$ cat src/hdl/assert_macros.svh
`ifndef ASSERT_MACROS_SVH
`define ASSERT_MACROS_SVH

// Checked property, masked while reset is asserted.
`define ASSERT_CLK(lbl, clk, rst_n, prop, msg) \
    lbl: assert property (@(posedge clk) disable iff (!rst_n) prop) \
        else $error(msg);

// Checked property that also holds through reset.
`define ASSERT_ALWAYS(lbl, clk, prop, msg) \
    lbl: assert property (@(posedge clk) prop) else $error(msg);

`endif

$ cat src/hdl/ffha_pkg.sv
package ffha_pkg;

    localparam int ENTRIES      = 16;
    localparam int HEADER_BYTES = 40;
    localparam int IDX_W        = $clog2(ENTRIES);
    localparam int CNT_W        = $clog2(ENTRIES + 1);
    localparam int ADDR_W       = 32;
    localparam int SIZE_W       = 24;
    localparam int CFG_IDX_W    = 4;
    localparam int QUEUE_DEPTH  = 2;
    localparam int QPTR_W       = $clog2(QUEUE_DEPTH);
    localparam int QFILL_W      = $clog2(QUEUE_DEPTH + 1);

    localparam logic [ADDR_W-1:0] HEAP_START_RST = 32'd65536;
    localparam logic [ADDR_W-1:0] HEAP_LIMIT_RST = 32'hFFFF_FFFF;

    typedef logic [CFG_IDX_W-1:0] t_cfg_idx;
    localparam t_cfg_idx CFG_HEAP_START = t_cfg_idx'(0);
    localparam t_cfg_idx CFG_HEAP_LIMIT = t_cfg_idx'(1);

    localparam logic REQ_ALLOC = 1'b0;
    localparam logic REQ_FREE  = 1'b1;

    typedef enum logic [2:0] {
        ST_REUSED    = 3'd0,
        ST_APPENDED  = 3'd1,
        ST_FREED_TOP = 3'd2,
        ST_MARKED    = 3'd3,
        ST_NULL      = 3'd4,
        ST_UNKNOWN   = 3'd5
    } t_status;

    typedef enum logic [1:0] {
        K_ALLOC,
        K_FREE,
        K_NULL,
        K_UNKNOWN
    } t_kind;

    typedef struct packed {
        t_kind              kind;
        logic [SIZE_W-1:0]  size;
        logic [ADDR_W-1:0]  addr;
    } t_cmd;

    typedef enum logic [1:0] {
        S_IDLE,
        S_SCAN,
        S_RESULT
    } t_state;

    typedef enum logic [2:0] {
        UPD_NONE,
        UPD_REUSE,
        UPD_POP,
        UPD_MARK,
        UPD_APPEND
    } t_upd;

    typedef struct packed {
        logic [CNT_W-1:0] count;
        logic             busy;
    } t_back_stat;

endpackage

$ cat src/hdl/ffha_if.sv
interface ffha_req_if;
    logic                          valid;
    logic                          ready;
    logic                          req_type;
    logic [ffha_pkg::SIZE_W-1:0]   req_size;
    logic [ffha_pkg::ADDR_W-1:0]   block_addr;
    modport source (output valid, req_type, req_size, block_addr, input ready);
    modport sink (input valid, req_type, req_size, block_addr, output ready);
endinterface

interface ffha_rsp_if;
    logic                          valid;
    logic                          ready;
    logic [ffha_pkg::ADDR_W-1:0]   user_addr;
    logic [2:0]                    status;
    modport source (output valid, user_addr, status, input ready);
    modport sink (input valid, user_addr, status, output ready);
endinterface

interface ffha_cfg_if;
    logic                          valid;
    logic                          ready;
    ffha_pkg::t_cfg_idx            index;
    logic [ffha_pkg::ADDR_W-1:0]   data;
    modport source (output valid, index, data, input ready);
    modport sink (input valid, index, data, output ready);
endinterface

interface ffha_cmd_if;
    logic                          valid;
    logic                          ready;
    ffha_pkg::t_cmd                cmd;
    modport source (output valid, cmd, input ready);
    modport sink (input valid, cmd, output ready);
endinterface

$ cat src/hdl/ffha_front.sv
module ffha_front (
    ffha_req_if.sink    i_req,
    ffha_cmd_if.source  o_cmd
);
    import ffha_pkg::*;

    t_cmd cmd;

    // Requests that need no table access are classified here; the back end answers them without a scan.
    always_comb begin
        cmd.size = i_req.req_size;
        cmd.addr = i_req.block_addr;
        if (i_req.req_type == REQ_FREE) begin
            cmd.kind = (i_req.block_addr == '0) ? K_UNKNOWN : K_FREE;
        end else begin
            cmd.kind = (i_req.req_size == '0) ? K_NULL : K_ALLOC;
        end
    end

    assign o_cmd.valid = i_req.valid;
    assign o_cmd.cmd   = cmd;
    assign i_req.ready = o_cmd.ready;

endmodule

$ cat src/hdl/ffha_queue.sv
module ffha_queue (
    input  logic        i_clk,
    input  logic        i_rst_n,
    ffha_cmd_if.sink    i_cmd,
    ffha_cmd_if.source  o_cmd
);
    import ffha_pkg::*;

    t_cmd               r_slot [QUEUE_DEPTH];
    logic [QPTR_W-1:0]  r_wr_ptr;
    logic [QPTR_W-1:0]  r_rd_ptr;
    logic [QFILL_W-1:0] r_fill;
    logic               push;
    logic               pop;

    function automatic logic [QPTR_W-1:0] f_next(input logic [QPTR_W-1:0] ptr);
        f_next = (ptr == QPTR_W'(QUEUE_DEPTH - 1)) ? '0 : ptr + QPTR_W'(1);
    endfunction

    assign i_cmd.ready = (r_fill != QFILL_W'(QUEUE_DEPTH));
    assign o_cmd.valid = (r_fill != '0);
    assign o_cmd.cmd   = r_slot[r_rd_ptr];
    assign push        = i_cmd.valid && i_cmd.ready;
    assign pop         = o_cmd.valid && o_cmd.ready;

    always_ff @(posedge i_clk) begin
        if (!i_rst_n) begin
            r_wr_ptr <= '0;
            r_rd_ptr <= '0;
            r_fill   <= '0;
        end else begin
            if (push) begin
                r_wr_ptr <= f_next(r_wr_ptr);
            end
            if (pop) begin
                r_rd_ptr <= f_next(r_rd_ptr);
            end
            if (push && !pop) begin
                r_fill <= r_fill + QFILL_W'(1);
            end else if (pop && !push) begin
                r_fill <= r_fill - QFILL_W'(1);
            end
        end
    end

    always_ff @(posedge i_clk) begin
        if (push) begin
            r_slot[r_wr_ptr] <= i_cmd.cmd;
        end
    end

endmodule

$ cat src/hdl/ffha_back.sv
module ffha_back (
    input  logic                 i_clk,
    input  logic                 i_rst_n,
    ffha_cmd_if.sink             i_cmd,
    ffha_cfg_if.sink             i_cfg,
    ffha_rsp_if.source           o_rsp,
    output ffha_pkg::t_back_stat o_stat
);
    import ffha_pkg::*;

    t_state              r_state;
    t_state              n_state;
    t_cmd                r_cmd;

    logic [ADDR_W-1:0]   r_mem_base [ENTRIES];
    logic [SIZE_W-1:0]   r_mem_size [ENTRIES];
    logic [ENTRIES-1:0]  r_free;
    logic [CNT_W-1:0]    r_count;
    logic [ADDR_W-1:0]   r_break;
    logic [ADDR_W-1:0]   r_limit;

    logic [CNT_W-1:0]    r_idx;
    logic                r_rd_vld;
    logic [IDX_W-1:0]    r_rd_idx;
    logic [ADDR_W-1:0]   r_rd_base;
    logic [SIZE_W-1:0]   r_rd_size;
    logic                r_rd_free;

    logic                r_hit;
    logic [IDX_W-1:0]    r_hit_idx;
    logic [ADDR_W-1:0]   r_hit_base;
    logic [SIZE_W-1:0]   r_hit_size;

    logic                r_out_vld;
    logic [ADDR_W-1:0]   r_out_addr;
    t_status             r_out_status;

    logic [ADDR_W:0]     rd_user;
    logic                scan_hit;
    logic                scan_miss;
    logic                issue;
    logic [ADDR_W:0]     hit_user;
    logic [ADDR_W+1:0]   hit_end;
    logic                hit_is_top;
    logic [ADDR_W+1:0]   app_top;
    logic                app_ok;
    logic                out_free;
    logic                take;
    logic                finish;
    t_upd                upd;
    logic [ADDR_W-1:0]   res_addr;
    t_status             res_status;
    logic [IDX_W-1:0]    app_idx;

    assign rd_user   = {1'b0, r_rd_base} + (ADDR_W + 1)'(HEADER_BYTES);
    assign scan_hit  = r_rd_vld && ((r_cmd.kind == K_ALLOC)
                     ? (r_rd_free && (r_rd_size >= r_cmd.size))
                     : (rd_user == {1'b0, r_cmd.addr}));
    assign scan_miss = !r_rd_vld && (r_idx == r_count);
    assign issue     = (r_state == S_SCAN) && !scan_hit && (r_idx != r_count);

    assign hit_user   = {1'b0, r_hit_base} + (ADDR_W + 1)'(HEADER_BYTES);
    assign hit_end    = {2'b0, r_hit_base} + (ADDR_W + 2)'(HEADER_BYTES)
                      + (ADDR_W + 2)'(r_hit_size);
    assign hit_is_top = ((CNT_W'(r_hit_idx) + CNT_W'(1)) == r_count)
                     && (hit_end == {2'b0, r_break});
    assign app_top    = {2'b0, r_break} + (ADDR_W + 2)'(r_cmd.size)
                      + (ADDR_W + 2)'(HEADER_BYTES);
    assign app_ok     = (r_count < CNT_W'(ENTRIES)) && (app_top <= {2'b0, r_limit});
    assign app_idx    = r_count[IDX_W-1:0];

    always_comb begin
        n_state = r_state;
        unique case (r_state)
            S_IDLE: begin
                if (i_cmd.valid) begin
                    if (i_cmd.cmd.kind == K_ALLOC || i_cmd.cmd.kind == K_FREE) begin
                        n_state = S_SCAN;
                    end else begin
                        n_state = S_RESULT;
                    end
                end
            end
            S_SCAN: begin
                if (scan_hit || scan_miss) begin
                    n_state = S_RESULT;
                end
            end
            S_RESULT: begin
                if (out_free) begin
                    n_state = S_IDLE;
                end
            end
            default: n_state = S_IDLE;
        endcase
    end

    always_comb begin
        out_free   = !r_out_vld || o_rsp.ready;
        take       = (r_state == S_IDLE) && i_cmd.valid;
        finish     = (r_state == S_RESULT) && out_free;
        upd        = UPD_NONE;
        res_addr   = '0;
        res_status = ST_NULL;
        unique case (r_cmd.kind)
            K_ALLOC: begin
                if (r_hit) begin
                    upd        = UPD_REUSE;
                    res_addr   = hit_user[ADDR_W-1:0];
                    res_status = ST_REUSED;
                end else if (app_ok) begin
                    upd        = UPD_APPEND;
                    res_addr   = r_break + ADDR_W'(HEADER_BYTES);
                    res_status = ST_APPENDED;
                end
            end
            K_FREE: begin
                if (r_hit) begin
                    upd        = hit_is_top ? UPD_POP : UPD_MARK;
                    res_status = hit_is_top ? ST_FREED_TOP : ST_MARKED;
                end else begin
                    res_status = ST_UNKNOWN;
                end
            end
            K_NULL:    res_status = ST_NULL;
            K_UNKNOWN: res_status = ST_UNKNOWN;
            default:   res_status = ST_NULL;
        endcase
    end

    always_ff @(posedge i_clk) begin
        if (!i_rst_n) begin
            r_state   <= S_IDLE;
            r_count   <= '0;
            r_free    <= '0;
            r_break   <= HEAP_START_RST;
            r_limit   <= HEAP_LIMIT_RST;
            r_out_vld <= 1'b0;
            r_rd_vld  <= 1'b0;
            r_hit     <= 1'b0;
            r_idx     <= '0;
        end else begin
            r_state <= n_state;
            if (take) begin
                r_idx    <= '0;
                r_rd_vld <= 1'b0;
                r_hit    <= 1'b0;
            end else if (r_state == S_SCAN) begin
                r_rd_vld <= issue;
                if (issue) begin
                    r_idx <= r_idx + CNT_W'(1);
                end
                if (scan_hit) begin
                    r_hit <= 1'b1;
                end
            end
            if (finish) begin
                unique case (upd)
                    UPD_REUSE: r_free[r_hit_idx] <= 1'b0;
                    UPD_MARK:  r_free[r_hit_idx] <= 1'b1;
                    UPD_POP: begin
                        r_free[r_hit_idx] <= 1'b0;
                        r_count           <= CNT_W'(r_hit_idx);
                        r_break           <= r_hit_base;
                    end
                    UPD_APPEND: begin
                        r_free[app_idx] <= 1'b0;
                        r_count         <= r_count + CNT_W'(1);
                        r_break         <= app_top[ADDR_W-1:0];
                    end
                    default: ;
                endcase
                r_out_vld <= 1'b1;
            end else if (o_rsp.ready) begin
                r_out_vld <= 1'b0;
            end
            if (i_cfg.valid) begin
                unique case (i_cfg.index)
                    CFG_HEAP_START: begin
                        if (r_count == '0) begin
                            r_break <= i_cfg.data;
                        end
                    end
                    CFG_HEAP_LIMIT: r_limit <= i_cfg.data;
                    default: ;
                endcase
            end
        end
    end

    always_ff @(posedge i_clk) begin
        if (take) begin
            r_cmd <= i_cmd.cmd;
        end
        if (issue) begin
            r_rd_idx  <= r_idx[IDX_W-1:0];
            r_rd_base <= r_mem_base[r_idx[IDX_W-1:0]];
            r_rd_size <= r_mem_size[r_idx[IDX_W-1:0]];
            r_rd_free <= r_free[r_idx[IDX_W-1:0]];
        end
        if (r_state == S_SCAN && scan_hit) begin
            r_hit_idx  <= r_rd_idx;
            r_hit_base <= r_rd_base;
            r_hit_size <= r_rd_size;
        end
        if (finish && upd == UPD_APPEND) begin
            r_mem_base[app_idx] <= r_break;
            r_mem_size[app_idx] <= r_cmd.size;
        end
        if (finish) begin
            r_out_addr   <= res_addr;
            r_out_status <= res_status;
        end
    end

    assign i_cmd.ready     = (r_state == S_IDLE);
    assign i_cfg.ready     = 1'b1;
    assign o_rsp.valid     = r_out_vld;
    assign o_rsp.user_addr = r_out_addr;
    assign o_rsp.status    = r_out_status;
    assign o_stat.count    = r_count;
    assign o_stat.busy     = (r_state != S_IDLE);

endmodule

$ cat src/hdl/first_fit_heap_allocator_unit.sv
// The back end works on one item at a time, scanning one table entry per cycle; a queue ahead
// of it holds further items. Zero-size allocates and null frees need no scan. A stalled
// result holds the back end. Synchronous active-low reset empties the table, sets the break
// to 65536 and the limit to the top of the address space, and drops pending items.
`include "assert_macros.svh"

module first_fit_heap_allocator_unit (
    input  logic        i_clk,
    input  logic        i_rst_n,
    ffha_req_if.sink    i_req,
    ffha_cfg_if.sink    i_cfg,
    ffha_rsp_if.source  o_rsp
);
    import ffha_pkg::*;

    ffha_cmd_if  w_front_cmd ();
    ffha_cmd_if  w_back_cmd ();
    t_back_stat  back_stat;

    ffha_front u_front (
        .i_req (i_req),
        .o_cmd (w_front_cmd)
    );

    ffha_queue u_queue (
        .i_clk   (i_clk),
        .i_rst_n (i_rst_n),
        .i_cmd   (w_front_cmd),
        .o_cmd   (w_back_cmd)
    );

    ffha_back u_back (
        .i_clk   (i_clk),
        .i_rst_n (i_rst_n),
        .i_cmd   (w_back_cmd),
        .i_cfg   (i_cfg),
        .o_rsp   (o_rsp),
        .o_stat  (back_stat)
    );

    `ASSERT_ALWAYS(a_no_rsp_after_reset, i_clk, !i_rst_n |=> !o_rsp.valid, "result after reset")
    `ASSERT_CLK(a_free_addr_zero, i_clk, i_rst_n, o_rsp.valid && (o_rsp.status == ST_FREED_TOP || o_rsp.status == ST_MARKED || o_rsp.status == ST_UNKNOWN || o_rsp.status == ST_NULL) |-> o_rsp.user_addr == '0, "nonzero address on free or null")
    `ASSERT_CLK(a_count_bound, i_clk, i_rst_n, back_stat.count <= CNT_W'(ENTRIES), "entry count past table size")
    `ASSERT_CLK(a_rsp_from_busy, i_clk, i_rst_n, $rose(o_rsp.valid) |-> $past(back_stat.busy), "result without work")

endmodule

$ cat src/flat_wrapper.sv
// flat-port wrapper written by rule: the top's interface ports become plain ports
module first_fit_heap_allocator_unit_flat import ffha_pkg::*;
  (i_clk, i_rst_n, i_req_valid, i_req_req_type, i_req_req_size, i_req_block_addr, i_req_ready, i_cfg_valid, i_cfg_index, i_cfg_data, i_cfg_ready, o_rsp_valid, o_rsp_user_addr, o_rsp_status, o_rsp_ready);
  ffha_req_if i_req_i ();
  ffha_cfg_if i_cfg_i ();
  ffha_rsp_if o_rsp_i ();
  input  logic i_clk;
  input  logic i_rst_n;
  input wire logic [$bits(i_req_i.valid)-1:0] i_req_valid;
  input wire logic [$bits(i_req_i.req_type)-1:0] i_req_req_type;
  input wire logic [$bits(i_req_i.req_size)-1:0] i_req_req_size;
  input wire logic [$bits(i_req_i.block_addr)-1:0] i_req_block_addr;
  output wire logic [$bits(i_req_i.ready)-1:0] i_req_ready;
  input wire logic [$bits(i_cfg_i.valid)-1:0] i_cfg_valid;
  input wire logic [$bits(i_cfg_i.index)-1:0] i_cfg_index;
  input wire logic [$bits(i_cfg_i.data)-1:0] i_cfg_data;
  output wire logic [$bits(i_cfg_i.ready)-1:0] i_cfg_ready;
  output wire logic [$bits(o_rsp_i.valid)-1:0] o_rsp_valid;
  output wire logic [$bits(o_rsp_i.user_addr)-1:0] o_rsp_user_addr;
  output wire logic [$bits(o_rsp_i.status)-1:0] o_rsp_status;
  input wire logic [$bits(o_rsp_i.ready)-1:0] o_rsp_ready;
  assign i_req_i.valid = i_req_valid;
  assign i_req_i.req_type = i_req_req_type;
  assign i_req_i.req_size = i_req_req_size;
  assign i_req_i.block_addr = i_req_block_addr;
  assign i_req_ready = i_req_i.ready;
  assign i_cfg_i.valid = i_cfg_valid;
  assign i_cfg_i.index = i_cfg_index;
  assign i_cfg_i.data = i_cfg_data;
  assign i_cfg_ready = i_cfg_i.ready;
  assign o_rsp_valid = o_rsp_i.valid;
  assign o_rsp_user_addr = o_rsp_i.user_addr;
  assign o_rsp_status = o_rsp_i.status;
  assign o_rsp_i.ready = o_rsp_ready;
  first_fit_heap_allocator_unit u_core (.i_clk(i_clk), .i_rst_n(i_rst_n), .i_req(i_req_i), .i_cfg(i_cfg_i), .o_rsp(o_rsp_i));
endmodule
$ cat config.mk
export PLATFORM = sky130hd
export DESIGN_NAME = first_fit_heap_allocator_unit_flat
export DESIGN_NICKNAME = d
export VERILOG_FILES = /design/src/hdl/ffha_pkg.sv /design/src/hdl/ffha_if.sv /design/src/hdl/ffha_front.sv /design/src/hdl/ffha_queue.sv /design/src/hdl/ffha_back.sv /design/src/hdl/first_fit_heap_allocator_unit.sv /design/src/flat_wrapper.sv
export VERILOG_INCLUDE_DIRS = /design/src /design/src/hdl
export SDC_FILE = /design/constraint.sdc
export NUM_CORES = 2
export LEC_CHECK = 0
export BUFFER_PORTS_ARGS = -buffer_cell sky130_fd_sc_hd__buf_2
export CORE_AREA = 2 2 317 319
export CTS_BUF_LIST = sky130_fd_sc_hd__clkbuf_8
export DETAILED_ROUTE_END_ITERATION = 10
export DIE_AREA = 0 0 319 321
export PLACE_DENSITY = 0.78
export SYNTH_ARGS = -nofsm -noshare
export SYNTH_HDL_FRONTEND = slang
export SYNTH_HIERARCHICAL = 1
export SYNTH_SLANG_ARGS = --single-unit
export TNS_END_PERCENT = 1
$ cat constraint.sdc
create_clock -name i_clk -period 9.62 [get_ports i_clk]
set_input_delay 1.924 -clock i_clk [delete_from_list [all_inputs] [get_ports i_clk]]
set_output_delay 1.924 -clock i_clk [all_outputs]
set_load 0.02 [all_outputs]
Word level (Yosys, flattened, before mapping)

Memory sizes are Yosys's and may differ from the RTL's. A register that Yosys moved wholly into a read port is not among the register bits.
Index checks and enable logic that the tools add are counted.

$add $sub $neg: 14
$lt $le $gt $ge: 8
Equality and inequality tests: 20
Multiplexer cells: 45
Bitwise operators: 6
Reductions and logical operators: 44

Operators with widths:

| operator              | count |
|---|---|
| $mux 32               | 6 |
| $add 32x6->33 const B | 2 |
| $add 32x6->32 const B | 2 |
| $pmux 32 s2           | 1 |
| $pmux 16 s3           | 1 |
| $add 33x24->34        | 1 |
| $add 33x6->34 const B | 1 |
| $eq 34x32->1          | 1 |
| $le 34x32->1          | 1 |
| $add 32x24->33        | 1 |
| $eq 33x32->1          | 1 |
| $and 16x16->16        | 2 |
| $logic_not 32->1      | 1 |
| $not 16->16           | 2 |
| $ge 24x24->1          | 1 |
| $logic_not 24->1      | 1 |
| $mux 2                | 10 |
| $logic_and 1x1->1     | 16 |
| $or 16x16->16         | 1 |
| $lt 4x5->1 const B    | 3 |
| $mux 1                | 15 |
| $mux 3                | 5 |
| $pmux 3 s4            | 1 |
| $add 5x1->5 const B   | 2 |
| 32 further kinds      | 59 |

Bits in registers: 257
RAM bits: 1012
Output and inout port bits: 38
Logic and storage cells: 162
Memories kept: 3

Memory list:

| memory                   | depth | bits a word | rd ports | clocked after memory_dff | wr ports | RTL line        | RTL |
|---|---|---|---|---|---|---|---|
| u_core.u_back.r_mem_base | 16    | 32          | 1        | 1                        | 1        | ffha_back.sv:15 | `logic [ADDR_W-1:0] r_mem_base [ENTRIES];` |
| u_core.u_back.r_mem_size | 16    | 24          | 1        | 1                        | 1        | ffha_back.sv:16 | `logic [SIZE_W-1:0] r_mem_size [ENTRIES];` |
| u_core.u_queue.r_slot    | 2     | 58          | 1        | 1                        | 1        | ffha_queue.sv:9 | `t_cmd r_slot [QUEUE_DEPTH];` |

Depth between registers and ports, before layout

Depth after elaboration: 13
Gate-level depth with buffers: 26
Depth with buffers taken out: 23

Modules after synthesis

Netlist, hierarchy kept.

Modules (own cells, without submodules):

| module     | times used | cells each | area each (µm²) | sequential area each (µm²) |
|---|---|---|---|---|
| ffha_back  | 1          | 3260       | 52952.0         | 35233.8 |
| ffha_queue | 1          | 204        | 4424.2          | 3583.4 |
| ffha_front | 1          | 80         | 574.3           | 0.0 |

Worst setup path before layout

No wires, ideal clock.

Kind: reg2reg
Start point: reg u_core/u_back/r_cmd[33] in the netlist's numbering
End point: mem u_core.u_back.r_mem_base[0][0], enable pin
Setup time: 539 ps
Arrival: 9003 ps
Setup slack: 78 ps
Cell stages (with the launch flop): 23
Path buffers: 2
Clock period less this slack: 9542 ps
Cells stage by stage: edfxtp_1 -> ha_1 -> ha_1 -> fa_1 -> a21oi_1 -> o211ai_1 -> a21oi_1 -> o21ai_0 -> a221o_1 -> a41oi_1 -> nor2_1 -> xor2_1 -> ha_1 -> a2111oi_0 -> o211ai_1 -> a31oi_1 -> a21o_1 -> nand3_1 -> nor2_1 -> clkbuf_1 -> buf_1 -> nand2_1 -> nor3_1

Cells in the longest elaborated chain, start to end: 11

Ends and longest elaborated chain:

| what                         | RTL line         | RTL |
|---|---|---|
| start, declared              | ffha_back.sv:13  | `t_cmd r_cmd;` |
| start signal, assigned       | ffha_back.sv:193 | `r_cmd <= i_cmd.cmd;` |
| $add 32x24->33               | ffha_back.sv:67  | `assign app_top = {2'b0, r_break} + (ADDR_W + 2)'(r_cmd.size)` |
| $add 33x6->34                | ffha_back.sv:68  | `+ (ADDR_W + 2)'(HEADER_BYTES);` |
| $le 34x32->1                 | ffha_back.sv:69  | `assign app_ok = (r_count < CNT_W'(ENTRIES)) && (app_top <= {2'b0, r_limit});` |
| $logic_and 1x1->1            | ffha_back.sv:69  |  |
| $mux 3                       | ffha_back.sv:111 | `end else if (app_ok) begin` |
| $mux 3                       | ffha_back.sv:107 | `if (r_hit) begin` |
| $pmux 3 s2                   | ffha_back.sv:105 | `unique case (r_cmd.kind)` |
| $eq 3x3->1                   | ffha_back.sv:206 | `if (finish && upd == UPD_APPEND) begin` |
| $logic_and 1x1->1            | ffha_back.sv:206 |  |
| $mux 1                       | ffha_back.sv:206 |  |
| $mux 1 (not written as such) | ffha_back.sv:207 | `r_mem_base[app_idx] <= r_break;` |
| end, declared                | ffha_back.sv:15  |  |

No other way between the ends.

Final worst setup path

Start point: reg u_core.u_back.r_break[2]
End point: mem u_core.u_back.r_mem_size[13][5], enable pin

Cells in the longest elaborated chain, start to end: 11
Elaborated cells between the ends (all ways): 15

Ends and longest elaborated chain:

| what                           | RTL line         | RTL |
|---|---|---|
| start, declared                | ffha_back.sv:19  | `logic [ADDR_W-1:0] r_break;` |
| start signal, assigned         | ffha_back.sv:164 | `r_break <= r_hit_base;` |
| start signal, assigned         | ffha_back.sv:169 | `r_break <= app_top[ADDR_W-1:0];` |
| start signal, assigned         | ffha_back.sv:181 | `r_break <= i_cfg.data;` |
| $add 32x24->33                 | ffha_back.sv:67  |  |
| $add 33x6->34                  | ffha_back.sv:68  |  |
| $le 34x32->1                   | ffha_back.sv:69  |  |
| $logic_and 1x1->1              | ffha_back.sv:69  |  |
| $mux 3                         | ffha_back.sv:111 |  |
| $mux 3                         | ffha_back.sv:107 |  |
| $pmux 3 s2 *                   | ffha_back.sv:105 |  |
| $eq 3x3->1 *                   | ffha_back.sv:206 |  |
| $logic_and 1x1->1 *            | ffha_back.sv:206 |  |
| $mux 1 *                       | ffha_back.sv:206 |  |
| $mux 1 (not written as such) * | ffha_back.sv:208 | `r_mem_size[app_idx] <= r_cmd.size;` |
| end, declared                  | ffha_back.sv:16  |  |

Mark *: on every way between the ends. The rest lies on a longest branch, timed or not.

==> impl_metrics.env <==
export IMPL_drt_iter0_drc=5118
export IMPL_timing_critical_path_arrival_ps=8910
export IMPL_setup_tns_final_ps=0
export IMPL_synth_flop_cell="sky130_fd_sc_hd__edfxtp_1"
export IMPL_clk_latency_ps=920
export IMPL_grt_setup_unrepaired="no"
export IMPL_asyncSetResetFlopFracSynth=0
export IMPL_timing_max_slew_rel_slack=0.114
export IMPL_timing_worst_slew_pin_value_ps=1320
export IMPL_synthCells=3544
export IMPL_synth_nets=3809
export IMPL_cts_hold_buffers_added=0
export IMPL_grt_ovfl_total=0
export IMPL_drt_first_pass_iters=8
export IMPL_distinct_cell_type_count_of_the_synthesized_netlist=84
export IMPL_placed_cells=4827
export IMPL_register_area_share_after_synthesis=0.670
export IMPL_worstSetupPathType="flop to flop"
export IMPL_post_route_cells_drive_above_1_share=0.221
export IMPL_worst_r2r_cell_count=20
export IMPL_ctsHtreeMaxLevel=4
export IMPL_maximum_number_of_pins_on_one_net_before_global_route_repair=138
export IMPL_finalCritPeriodShare=0.869
export IMPL_reg2reg_to="u_core/u_back/r_mem_size[13][5]"
export IMPL_grtUsageTotal=0.310
export IMPL_mappedNetlistArea_um2=58000
export IMPL_vias_in_the_first_global_route=34332
export IMPL_wl_per_cell_um=30.2
export IMPL_boundaryPins=136
export IMPL_critical_path_startpoint="u_core/u_back/r_break[2]"
export IMPL_power_switching_fraction=0.290
export IMPL_power_combinational_fraction=0.166
export IMPL_critPathMaxFanout=23
export IMPL_clock_tree_from_tritoncts="built"
export IMPL_antenna_found_initial=8
export IMPL_report_final_hold_viol_count=0
export IMPL_clockRootBuffer="sky130_fd_sc_hd__clkbuf_8"
export IMPL_setup_violations=0
export IMPL_overall_power_mw=14.2
export IMPL_pwr_density_cell_nw_per_um2=222
export IMPL_timing_critical_path_from_type="flop"
export IMPL_io_buffer_count=134
export IMPL_final_cells=5213
export IMPL_starting_density_of_the_core=0.584
export IMPL_total_setup_buffers_inserted_after_cts=0
export IMPL_worstReg2RegStart="u_core/u_back/r_break[2]"
export IMPL_post_cts_resized=0
export IMPL_cts_inserted_buffers=206
export IMPL_die_y_um=321
export IMPL_syn2layout_area_growth_pct=10.4
export IMPL_number_of_flops_mapped_to_enable_cells_by_yosys=1226
export IMPL_power_share_clock=0.320
export IMPL_worst_setup_hold_path_clk_slew_ps=60
export IMPL_synth_seq_cells=1326
export IMPL_finalWorstPathRequiredPeriod_ps=8360
export IMPL_max_freq_ghz=0.120
export IMPL_final_fill_count=6757
export IMPL_globalplace_congestion=0.992
export IMPL_detailed_place_hpwl_um=106000
export IMPL_critical_path_required_ps=10170
export IMPL_fp_coreArea_um2=99300
export IMPL_ff2ff_setup_slack_ps=1260
export IMPL_cp_endpoint="u_core/u_back/r_mem_size[13][5]"
export IMPL_power_share_sequential=0.514
export IMPL_global_route_wire_length_before_repair_um=229000
export IMPL_final_common_cell="sky130_fd_sc_hd__edfxtp_1"
export IMPL_clock_path_buffers=3
export IMPL_route_vias_total=34567
export IMPL_critPathCaptureType="flop"
export IMPL_cts_sink_count=1326
export IMPL_hold_ws_ps=420
export IMPL_route_detailed_drc=0
export IMPL_fin_nets=4002
export IMPL_outcome="complete, no violations"
export IMPL_detail_route_antenna_nets=0
export IMPL_vdd_ir_drop_max_mv=0.181
export IMPL_holdCritPathClass="flop to flop"
export IMPL_synth_warnings=6
export IMPL_die_area_um2=102000
export IMPL_timing_clock_skew_ps=54.8
export IMPL_drt_total_wl_um=157000
export IMPL_power_internal_mw=10.1
export IMPL_post_drt_via_cell_ratio=6.63
export IMPL_final_cell_mix="sky130_fd_sc_hd__edfxtp_1, sky130_fd_sc_hd__mux4_2, sky130_fd_sc_hd__clkbuf_8"
export IMPL_syn_mean_instance_area_um2=16.4
export IMPL_switchingPower_mw=4.13
export IMPL_drv_slew=0
export IMPL_leakage_nw=21.6
export IMPL_rows=116
export IMPL_dieWidth_um=319
export IMPL_drv_cap=0
## worst min path at each step
| stage | cells after the start | slack (ps) | from | to |
|---|---|---|---|---|
| 2_1_floorplan | 0 | 400 | u_core/u_back/r_rd_idx[0] | u_core/u_back/r_hit_idx[0] |
| 3_3_place_gp | 0 | 400 | u_core/u_back/r_rd_idx[0] | u_core/u_back/r_hit_idx[0] |
| 3_5_place_dp | 0 | 410 | u_core/u_back/r_rd_idx[1] | u_core/u_back/r_hit_idx[1] |
| 4_1_cts | 0 | 420 | u_core/u_back/r_rd_idx[0] | u_core/u_back/r_hit_idx[0] |
| 5_1_grt | 0 | 430 | u_core/u_back/r_rd_idx[0] | u_core/u_back/r_hit_idx[0] |
| 6_report | 0 | 420 | u_core/u_back/r_rd_idx[0] | u_core/u_back/r_hit_idx[0] |
## through the flow
stage / area [um2] / utilization / setup slack, ps
after floorplan: 58000 / - / 78.5
after global placement: 60000 / 0.604 / 1620
final: 64000 / 0.644 / 1260
after global routing: 64000 / 0.644 / 953
after CTS: 64000 / 0.644 / 1350
after detailed placement: 60000 / 0.604 / 1410
## cell families (layout without fill, tap and decap cells)
| kind of cell | Yosys count | after routing | share of synthesized area |
|---|---|---|---|
| flops | 1326 | 1326 | 0.670 |
| simple gates | 642 | 642 | 0.0549 |
| compound gates | 538 | 538 | 0.0613 |
| mux | 358 | 358 | 0.125 |
| buf+inv | 334 | 700 | 0.0260 |
| xor+xnor | 178 | 178 | 0.0269 |
| fa+ha+maj | 167 | 167 | 0.0363 |
| other cells | 1 | 6 | 0.0000647 |
## synthesized netlist by cell type, types with 9 or more instances
master	count	area share
sky130_fd_sc_hd__edfxtp_1	1226	0.64
sky130_fd_sc_hd__mux4_2	285	0.11
sky130_fd_sc_hd__nand2_1	191	0.012
sky130_fd_sc_hd__ha_1	165	0.036
sky130_fd_sc_hd__clkbuf_1	132	0.0086
sky130_fd_sc_hd__nor2_1	126	0.0082
sky130_fd_sc_hd__a21oi_1	120	0.010
sky130_fd_sc_hd__inv_1	102	0.0066
sky130_fd_sc_hd__dfxtp_1	100	0.035
sky130_fd_sc_hd__xnor2_1	100	0.015
sky130_fd_sc_hd__o21ai_0	95	0.0082
sky130_fd_sc_hd__nand3_1	91	0.0079
sky130_fd_sc_hd__xor2_1	78	0.012
sky130_fd_sc_hd__buf_4	62	0.0080
sky130_fd_sc_hd__mux2_2	60	0.012
sky130_fd_sc_hd__o211ai_1	51	0.0066
sky130_fd_sc_hd__a31oi_1	49	0.0053
sky130_fd_sc_hd__nand4_1	47	0.0051
sky130_fd_sc_hd__o22ai_1	31	0.0033
sky130_fd_sc_hd__buf_1	29	0.0019
sky130_fd_sc_hd__nor4_1	28	0.0030
sky130_fd_sc_hd__a21o_1	26	0.0034
sky130_fd_sc_hd__nor3_1	26	0.0022
sky130_fd_sc_hd__and3_1	20	0.0022
sky130_fd_sc_hd__nand2b_1	19	0.0021
sky130_fd_sc_hd__o21a_1	19	0.0025
sky130_fd_sc_hd__and2_1	17	0.0018
sky130_fd_sc_hd__a211oi_1	16	0.0021
sky130_fd_sc_hd__or3_1	15	0.0016
sky130_fd_sc_hd__a22oi_1	14	0.0018
sky130_fd_sc_hd__a311oi_1	14	0.0021
sky130_fd_sc_hd__mux2i_1	13	0.0022
sky130_fd_sc_hd__and4_1	12	0.0018
sky130_fd_sc_hd__nor2b_1	12	0.0013
sky130_fd_sc_hd__o2111ai_1	9	0.0014
## power groups by stage
stage	sequential [mW]	clock [mW]	combinational (mW)
floorplan	7.34	0	1.46
global placement	7.40	0	2.26
detailed placement	7.42	0	2.31
CTS	7.31	4.62	2.33
global route	7.35	4.86	2.52
finish	7.32	4.55	2.36
## critical path, cell delays in order, from the launching register on
cell and delay, ps:
sky130_fd_sc_hd__dfxtp_1 810, sky130_fd_sc_hd__ha_1 410, sky130_fd_sc_hd__fa_1 490, sky130_fd_sc_hd__a21oi_1 260
sky130_fd_sc_hd__o211ai_1 150, sky130_fd_sc_hd__a21oi_1 360, sky130_fd_sc_hd__o21ai_0 260, sky130_fd_sc_hd__a221o_1 430
sky130_fd_sc_hd__a41oi_1 750, sky130_fd_sc_hd__nor2_1 150, sky130_fd_sc_hd__xor2_1 180, sky130_fd_sc_hd__ha_1 220
sky130_fd_sc_hd__a2111oi_0 410, sky130_fd_sc_hd__o211ai_1 170, sky130_fd_sc_hd__a31oi_1 240, sky130_fd_sc_hd__a21o_1 180
sky130_fd_sc_hd__nand3_1 200, sky130_fd_sc_hd__nor2_2 610, sky130_fd_sc_hd__nand2_1 390, sky130_fd_sc_hd__nor2_4 800
sky130_fd_sc_hd__buf_4 480
## state kept, by name (all words and copies together) (netlist names), 58 cells and up, named ones only
| register | count |
|---|---|
| u_core/u_back/r_cmd | 58 |
| u_core/u_back/r_mem_base | 512 |
| u_core/u_queue/r_slot | 116 |
| u_core/u_back/r_mem_size | 384 |
## layout make-up
class                           instances  area (um2)  share of cell area
Antenna cell                            5        12.5            0.000196
Clock buffer                          217        2990              0.0467
Clock inverter                        164         987              0.0154
Inverter                              103         387             0.00604
Multi-Input combinational cell       1884       17800               0.278
Sequential cell                      1326       38800               0.607
Tap cell                             1298        1620              0.0254
Timing Repair Buffer                  216        1390              0.0217
## per-layer routing
layer | track usage | vias up | share of wire
li1 | - | 14524 | -
met1 | 0.420 | 17438 | 0.38
met2 | 0.485 | 2246 | 0.47
met3 | 0.0730 | 355 | 0.11
met4 | 0.136 | 4 | 0.044
met5 | 0 | - | 0.00015
(Power assumes the default switching activity.)
